## config.mk

```make
export PLATFORM = sky130hd
export DESIGN_NAME = aging_raster_slot_cache_core
export DESIGN_NICKNAME = d
export VERILOG_FILES = /design/src/rtl/arsc_pkg.sv /design/src/rtl/aging_raster_slot_cache_core.sv /design/src/rtl/arsc_slot_table.sv
export SDC_FILE = /design/constraint.sdc
export NUM_CORES = 1
export LEC_CHECK = 0
export BUFFER_PORTS_ARGS = -buffer_cell sky130_fd_sc_hd__buf_2
export CAP_MARGIN = 5
export CORE_MARGIN = 2
export CORE_UTILIZATION = 65
export CTS_CLUSTER_DIAMETER = 40
export CTS_CLUSTER_SIZE = 8
export DETAILED_ROUTE_END_ITERATION = 12
export PLACE_DENSITY = 0.85
export SYNTH_ARGS = -nofsm -noshare
export SYNTH_HDL_FRONTEND = slang
export SYNTH_SLANG_ARGS = --single-unit
```

## constraint.sdc

```tcl
create_clock -name clk_i -period 15.1 [get_ports clk_i]
set_input_delay 3.02 -clock clk_i [delete_from_list [all_inputs] [get_ports clk_i]]
set_output_delay 3.02 -clock clk_i [all_outputs]
set_load 0.05 [all_outputs]
```

## src/rtl/arsc_pkg.sv

```systemverilog
// ----------------------------------------------------------------------------
// Aging raster slot cache package
// Shared widths, codes and the interface structs between the core and the
// slot table.
// ----------------------------------------------------------------------------
package arsc_pkg;

  localparam int unsigned SLOTS      = 18;
  localparam int unsigned SLOT_IDX_W = (SLOTS > 1) ? $clog2(SLOTS) : 1;

  localparam int unsigned MODE_W     = 1;
  localparam int unsigned RASTER_W   = 7;
  localparam int unsigned SPRITE_W   = 8;
  localparam int unsigned DESC_W     = 32;
  localparam int unsigned OFFSET_W   = 20;
  localparam int unsigned SIZE_LSB   = 20;
  localparam int unsigned AGE_W      = 2;
  localparam int unsigned ACTIVE_W   = 5;
  localparam int unsigned SBYTES_W   = 16;
  localparam int unsigned STATUS_W   = 2;
  localparam int unsigned SLOT_W     = 5;
  localparam int unsigned BUF_OFF_W  = 21;
  localparam int unsigned ADDR_W     = 32;
  localparam int unsigned BYTES_W    = 16;
  localparam int unsigned CFG_IDX_W  = 2;
  localparam int unsigned CFG_DATA_W = 32;

  localparam int unsigned IN_DATA_W  = RASTER_W + SPRITE_W + DESC_W;
  localparam int unsigned IN_TDATA_W = ((IN_DATA_W + 7) / 8) * 8;
  localparam int unsigned OUT_DATA_W = SLOT_W + BUF_OFF_W + ADDR_W + BYTES_W;
  localparam int unsigned OUT_TDATA_W = ((OUT_DATA_W + 7) / 8) * 8;

  localparam logic [AGE_W-1:0]    AGE_FRESH      = 2'd2;
  localparam logic [ACTIVE_W-1:0] ACTIVE_RESET   = 5'd18;
  localparam logic [SBYTES_W-1:0] SBYTES_RESET   = 16'd4096;

  typedef enum logic [MODE_W-1:0] {
    MODE_LOOKUP = 1'b0,
    MODE_TICK   = 1'b1
  } mode_e;

  typedef enum logic [STATUS_W-1:0] {
    STAT_HIT  = 2'd0,
    STAT_MISS = 2'd1,
    STAT_FULL = 2'd2
  } status_e;

  typedef enum logic [CFG_IDX_W-1:0] {
    CFG_ACTIVE     = 2'd0,
    CFG_SLOT_BYTES = 2'd1,
    CFG_ROM_BASE   = 2'd2
  } cfg_idx_e;

  typedef struct packed {
    logic                tick;
    logic                lookup;
    logic [RASTER_W-1:0] raster;
    logic [SPRITE_W-1:0] sprite;
  } tbl_req_t;

  typedef struct packed {
    logic                  hit;
    logic [SLOT_IDX_W-1:0] hit_slot;
    logic                  have_free;
    logic [SLOT_IDX_W-1:0] free_slot;
  } tbl_rsp_t;

endpackage

```

## src/rtl/aging_raster_slot_cache_core.sv

```systemverilog
// ----------------------------------------------------------------------------
// Aging raster slot cache core
// Fully associative slot cache keyed by raster index and sprite id, with
// per-slot aging and load requests on allocation.
// ----------------------------------------------------------------------------
// Usage:
// The slave stream carries requests: tuser selects a lookup or an aging
// tick, tdata holds raster index, sprite id and descriptor word. Every
// lookup yields one result on the master stream, with the status in tuser
// and slot, buffer offset, load address and byte count in tdata. A tick
// yields no result. The configuration channel writes the active slot count,
// the per-slot byte size and the ROM base; write it only while idle.
// A request is registered on transfer, then compared against all slots and
// its result registered; the compare and pick over the tag table are
// combinational. One request per cycle is taken while no lookup waits on
// a stalled result. When the receiver stalls with a result pending,
// lookups wait in the input register while ticks still pass. Reset frees
// every slot and loads the default register values; the block is ready to
// take a request as soon as reset is released.
// ----------------------------------------------------------------------------
module aging_raster_slot_cache_core (
  input  logic                                clk_i,
  input  logic                                rst_ni,
  input  logic                                s_axis_tvalid,
  output logic                                s_axis_tready,
  // raster_index [6:0], sprite_id [14:7], descriptor_word [46:15]
  input  logic [arsc_pkg::IN_TDATA_W-1:0]     s_axis_tdata,
  // mode [0]
  input  logic [arsc_pkg::MODE_W-1:0]         s_axis_tuser,
  output logic                                m_axis_tvalid,
  input  logic                                m_axis_tready,
  // slot [4:0], buffer_offset [25:5], load_address [57:26], load_bytes [73:58]
  output logic [arsc_pkg::OUT_TDATA_W-1:0]    m_axis_tdata,
  // status [1:0]
  output logic [arsc_pkg::STATUS_W-1:0]       m_axis_tuser,
  input  logic                                cfg_valid_i,
  output logic                                cfg_ready_o,
  input  logic [arsc_pkg::CFG_IDX_W-1:0]      cfg_index_i,
  input  logic [arsc_pkg::CFG_DATA_W-1:0]     cfg_data_i
);
  import arsc_pkg::*;

  logic [ACTIVE_W-1:0] active_q;
  logic [SBYTES_W-1:0] slot_bytes_q;
  logic [ADDR_W-1:0]   rom_base_q;

  logic                in_valid_q;
  mode_e               in_mode_q;
  logic [RASTER_W-1:0] in_raster_q;
  logic [SPRITE_W-1:0] in_sprite_q;
  logic [DESC_W-1:0]   in_desc_q;

  logic                 out_valid_q;
  status_e              out_status_q, out_status_d;
  logic [SLOT_W-1:0]    out_slot_q, out_slot_d;
  logic [BUF_OFF_W-1:0] out_buf_q, out_buf_d;
  logic [ADDR_W-1:0]    out_addr_q, out_addr_d;
  logic [BYTES_W-1:0]   out_bytes_q, out_bytes_d;

  logic     advance;
  logic     in_tick;
  tbl_req_t tbl_req;
  tbl_rsp_t tbl_rsp;

  assign cfg_ready_o = 1'b1;

  always_ff @(posedge clk_i or negedge rst_ni) begin
    if (!rst_ni) begin
      active_q     <= ACTIVE_RESET;
      slot_bytes_q <= SBYTES_RESET;
      rom_base_q   <= '0;
    end else if (cfg_valid_i) begin
      case (cfg_idx_e'(cfg_index_i))
        CFG_ACTIVE:     active_q     <= cfg_data_i[ACTIVE_W-1:0];
        CFG_SLOT_BYTES: slot_bytes_q <= cfg_data_i[SBYTES_W-1:0];
        CFG_ROM_BASE:   rom_base_q   <= cfg_data_i[ADDR_W-1:0];
        default: ;
      endcase
    end
  end

  assign in_tick       = (in_mode_q == MODE_TICK);
  assign advance       = in_valid_q && (in_tick || !out_valid_q || m_axis_tready);
  assign s_axis_tready = !in_valid_q || advance;

  always_ff @(posedge clk_i or negedge rst_ni) begin
    if (!rst_ni) begin
      in_valid_q <= 1'b0;
    end else if (s_axis_tready) begin
      in_valid_q <= s_axis_tvalid;
    end
  end

  always_ff @(posedge clk_i) begin
    if (s_axis_tvalid && s_axis_tready) begin
      in_mode_q   <= mode_e'(s_axis_tuser);
      in_raster_q <= s_axis_tdata[RASTER_W-1:0];
      in_sprite_q <= s_axis_tdata[RASTER_W +: SPRITE_W];
      in_desc_q   <= s_axis_tdata[RASTER_W + SPRITE_W +: DESC_W];
    end
  end

  always_comb begin
    tbl_req.tick   = advance && in_tick;
    tbl_req.lookup = advance && !in_tick;
    tbl_req.raster = in_raster_q;
    tbl_req.sprite = in_sprite_q;
  end

  arsc_slot_table u_table (
    .clk_i    (clk_i),
    .rst_ni   (rst_ni),
    .active_i (active_q),
    .req_i    (tbl_req),
    .rsp_o    (tbl_rsp)
  );

  always_comb begin
    out_status_d = STAT_FULL;
    out_slot_d   = '0;
    out_addr_d   = '0;
    out_bytes_d  = '0;
    if (tbl_rsp.hit) begin
      out_status_d = STAT_HIT;
      out_slot_d   = SLOT_W'(tbl_rsp.hit_slot);
    end else if (tbl_rsp.have_free) begin
      out_status_d = STAT_MISS;
      out_slot_d   = SLOT_W'(tbl_rsp.free_slot);
      out_addr_d   = rom_base_q + ADDR_W'(in_desc_q[OFFSET_W-1:0]);
      out_bytes_d  = BYTES_W'({in_desc_q[DESC_W-1:SIZE_LSB], 4'b0000});
    end
    out_buf_d = BUF_OFF_W'(out_slot_d * slot_bytes_q);
  end

  always_ff @(posedge clk_i or negedge rst_ni) begin
    if (!rst_ni) begin
      out_valid_q <= 1'b0;
    end else if (tbl_req.lookup) begin
      out_valid_q <= 1'b1;
    end else if (m_axis_tready) begin
      out_valid_q <= 1'b0;
    end
  end

  always_ff @(posedge clk_i) begin
    if (tbl_req.lookup) begin
      out_status_q <= out_status_d;
      out_slot_q   <= out_slot_d;
      out_buf_q    <= out_buf_d;
      out_addr_q   <= out_addr_d;
      out_bytes_q  <= out_bytes_d;
    end
  end

  assign m_axis_tvalid = out_valid_q;
  assign m_axis_tuser  = out_status_q;
  assign m_axis_tdata  = OUT_TDATA_W'({out_bytes_q, out_addr_q, out_buf_q, out_slot_q});

endmodule

```

## src/rtl/arsc_slot_table.sv

```systemverilog
// ----------------------------------------------------------------------------
// Aging raster slot cache tag table
// Holds tag and age per slot, compares all active slots in parallel, picks
// the first hit and the first free slot, and applies tick and lookup updates.
// ----------------------------------------------------------------------------
module arsc_slot_table (
  input  logic                            clk_i,
  input  logic                            rst_ni,
  input  logic [arsc_pkg::ACTIVE_W-1:0]   active_i,
  input  arsc_pkg::tbl_req_t              req_i,
  output arsc_pkg::tbl_rsp_t              rsp_o
);
  import arsc_pkg::*;

  logic [AGE_W-1:0]    age_q    [SLOTS];
  logic [RASTER_W-1:0] raster_q [SLOTS];
  logic [SPRITE_W-1:0] sprite_q [SLOTS];
  logic [SLOTS-1:0]    active;
  logic [SLOTS-1:0]    live;
  logic [SLOTS-1:0]    match;

  always_comb begin
    for (int i = 0; i < SLOTS; i++) begin
      active[i] = 32'(active_i) > 32'(i);
      live[i]   = active[i] && (age_q[i] != '0);
      match[i]  = live[i] && (raster_q[i] == req_i.raster) && (sprite_q[i] == req_i.sprite);
    end
  end

  always_comb begin
    rsp_o = '0;
    for (int i = SLOTS - 1; i >= 0; i--) begin
      if (match[i]) begin
        rsp_o.hit      = 1'b1;
        rsp_o.hit_slot = SLOT_IDX_W'(i);
      end
      if (active[i] && !live[i]) begin
        rsp_o.have_free = 1'b1;
        rsp_o.free_slot = SLOT_IDX_W'(i);
      end
    end
  end

  always_ff @(posedge clk_i or negedge rst_ni) begin
    if (!rst_ni) begin
      for (int i = 0; i < SLOTS; i++) begin
        age_q[i] <= '0;
      end
    end else if (req_i.tick) begin
      for (int i = 0; i < SLOTS; i++) begin
        if (live[i]) begin
          age_q[i] <= age_q[i] - AGE_W'(1);
        end
      end
    end else if (req_i.lookup) begin
      if (rsp_o.hit) begin
        age_q[rsp_o.hit_slot] <= AGE_FRESH;
      end else if (rsp_o.have_free) begin
        age_q[rsp_o.free_slot] <= AGE_FRESH;
      end
    end
  end

  always_ff @(posedge clk_i) begin
    if (req_i.lookup && !rsp_o.hit && rsp_o.have_free) begin
      raster_q[rsp_o.free_slot] <= req_i.raster;
      sprite_q[rsp_o.free_slot] <= req_i.sprite;
    end
  end

endmodule

```

==> out/qor.yml <==
status: "completed"
crit_path_start_kind: "register"
hold_path_class: "register to register"
timing.final.ws_setup_ps: 5790
power_frac_clock_pct: 31.5
final_util_pct: 75.0
core.rowCount: 72
hpwlAfterDp_mm: 39.2
post_cts_buffers: 0
hold_viol: 0
sw_frac_of_total_pct: 35.6
dieArea_sq_um: 41300
fin_tns_setup_ps: 0
syn-cell-area_sq_um: 25800
cts_resized: 0
max_cap_viol_count: 0
critPathBufInv: 5
htree_levels: 3
critPathArrivalTime_ps: 9640
rr_endpoint: "out_buf_q[19]$_DFFE_PP_"
cpMostUsedCell: "nor3_1"
yosys_warnings: 0
gr-usage-met2_pct: 50.8
drtIter0Drc: 1553
leakagePower_nw: 10.9
grt_max_degree: 73
die_h_um: 203
cts-root-buf: "clkbuf_16"
grt_pass1_wl_mm: 96.4
port_buffers: 160
slew_headroom_pct: 15.7
max_stage_delay_ps: 840
route.detailed.drc: 0
p_seq_share_pct: 34.9
clkTransAtPathRegs_ps: 50
grt.busiest_layer: "met2"
synthFlopType: "edfxtp_1"
antenna_found_initial: 1
slew_viol_final: 0
grtUsageTotal_pct: 30.2
cp-end-kind: "register"
critPathKind: "register to register"
synth-edff-count: 390
ctsHoldBuffers: 0
power_mw: 5.03
cp_top_family: "compound AO/OA/AOI/OAI gates"
vias: 17800
grt_pass1_vias: 18100
placed_cell_area_sq_um: 26800
internal_power_mw: 3.24
fmax_mhz: 107
power.density_nw_per_um2: 173
cts_made_buffers: 76
clkSinkCount: 481
skew_ps: 33.0
io_pins: 173
wirelength_mm: 61.6
gp_congestion: 0.928
syn_inst: 2091
ff2ff_path_depth: 27
rsz0062_at_grt: "false"
cp-startpoint: "active_q[3]$_DFFE_PN0P_"
fin_cells: 2848
slowest_stage: "a21oi_2"
timing.final.crit_share_pct: 61.7
fin_area_sq_um: 29200
place_inst: 2716
mostFrequentLayoutCell: "edfxtp_1"
post-place-ws_ps: 6110
drtAntennaViolNets: 0
synth.avg_cell_area_sq_um: 12.3
required_ps: 15430
final_cell_mix: "edfxtp_1, xnor2_1, buf_2"
first_pass_iters: 5
synth-seq-cells: 481
nNetsFinal: 2476
via_per_inst: 6.25
synth.distinct_cells: 110
cp.depth: 27
synthArstFlopShare_pct: 18.9
min_period_ps: 9310
p_comb_share_pct: 33.7
drive_gt1_share_pct: 17.6
die_w_um: 203
fillerInstances: 2338
core_area_sq_um: 38900
ir_worst_vdd_v: 0.000127
area_growth_pct: 13.1
cts_max_path_buffers: 3
clk-insertion-delay-late_ps: 610
r2r-start: "active_q[3]$_DFFE_PN0P_"
cp_max_fo: 32
initial_core_util_pct: 66.3
grtUsageMet3_pct: 5.02
gr-usage-met1_pct: 38.4
cts_tree: "built"
worst_pin_slew_ps: 1260
hold_depth: 2
avgRoutedWirePerCell_um: 21.6
hold_ws_ps: 493
min_to: "u_table.age_q[3]$_DFFE_PN0P_"
r2r_slack_ps: 5790
gr-total-overflow: 0
p_sw_mw: 1.79
worstHoldStart: "u_table.age_q[3]$_DFFE_PN0P_"
ys_seq_area_share_pct: 54.3
final-setup-viol-count: 0
==> routing by layer <==
metal	share of wire (%)	vias up
met5	0	-
met4	4.5	0
met3	7.3	205
met2	49	849
met1	39	8746
li1	-	8008
==> synth_stat cells, drive strengths merged, types with 35 or more instances <==
cell type | instances | area (sq um)
dfrtp | 88 | 2200
nor3 | 71 | 375
inv | 117 | 439
ha | 67 | 838
o21ai | 61 | 313
nand2 | 103 | 392
a21oi | 49 | 257
nand3 | 35 | 175
buf | 62 | 532
xnor2 | 188 | 1690
nand4 | 81 | 513
nor2 | 122 | 463
xor2 | 119 | 1040
edfxtp | 390 | 11700
nor4 | 41 | 284
and2 | 63 | 394
fa | 43 | 861
mux2 | 51 | 578
==> power groups by stage <==
stage	clock (mW)	combinational, mW	sequential (mW)
finish	1.58	1.69	1.75
global route	1.65	1.86	1.77
CTS	1.59	1.67	1.75
detailed placement	0	1.64	1.77
global placement	0	1.57	1.76
floorplan	0	1.15	1.89
==> worst reg2reg max path, delay by kind of cell (launching register included) <==
kind            cells  cell delay [ps]
compound gates      9             3430
xor+xnor            1              140
fa+ha+maj           3             1200
buf+inv             5             1050
flops               1              810
simple gates        9             2420
==> worst max path at each step <==
| stage | slack (ps) | end |
|---|---|---|
| after floorplan | 8020 | u_table.raster_q[12][0]$_DFFE_PP_ |
| after global placement | 6210 | out_buf_q[19]$_DFFE_PP_ |
| after detailed placement | 6110 | out_buf_q[19]$_DFFE_PP_ |
| after CTS | 6000 | out_buf_q[19]$_DFFE_PP_ |
| after global routing | 5440 | out_buf_q[19]$_DFFE_PP_ |
| final | 5790 | out_buf_q[19]$_DFFE_PP_ |
==> cell families (layout without fill, tap and decap cells) <==
group / Yosys count / after routing / share of synthesized area (%)
simple gates: 663 / 663 / 14.3
flops: 481 / 481 / 54.3
xor+xnor: 307 / 307 / 10.6
compound gates: 272 / 272 / 7.76
buf+inv: 203 / 431 / 4.11
fa+ha+maj: 110 / 110 / 6.59
mux: 53 / 53 / 2.32
other cells: 2 / 13 / 0.0291
==> state kept, by name (all words and copies together) (netlist names) <==
signal and cells:
slot_bytes_q 16, rom_base_q 32, in_mode_q 1, u_table.age_q 36, active_q 5, u_table.raster_q 126, in_desc_q 32, m_axis_tuser 2
u_table.sprite_q 144, out_buf_q 21, out_slot_q 5, out_bytes_q 12, in_valid_q 1, m_axis_tvalid 1, out_addr_q 32, in_sprite_q 8
in_raster_q 7
==> area by class of cell <==
cell class,count,area [sq um],area share (%)
Sequential cell,481,14000,48.0
Tap cell,518,648,2.22
Clock buffer,109,2040,6.98
Inverter,117,439,1.51
Clock inverter,19,268,0.918
Multi-Input combinational cell,1416,10800,37.0
Antenna cell,2,5.00,0.0172
Timing Repair Buffer,186,1000,3.44
Power figures use the tool's default switching activity.
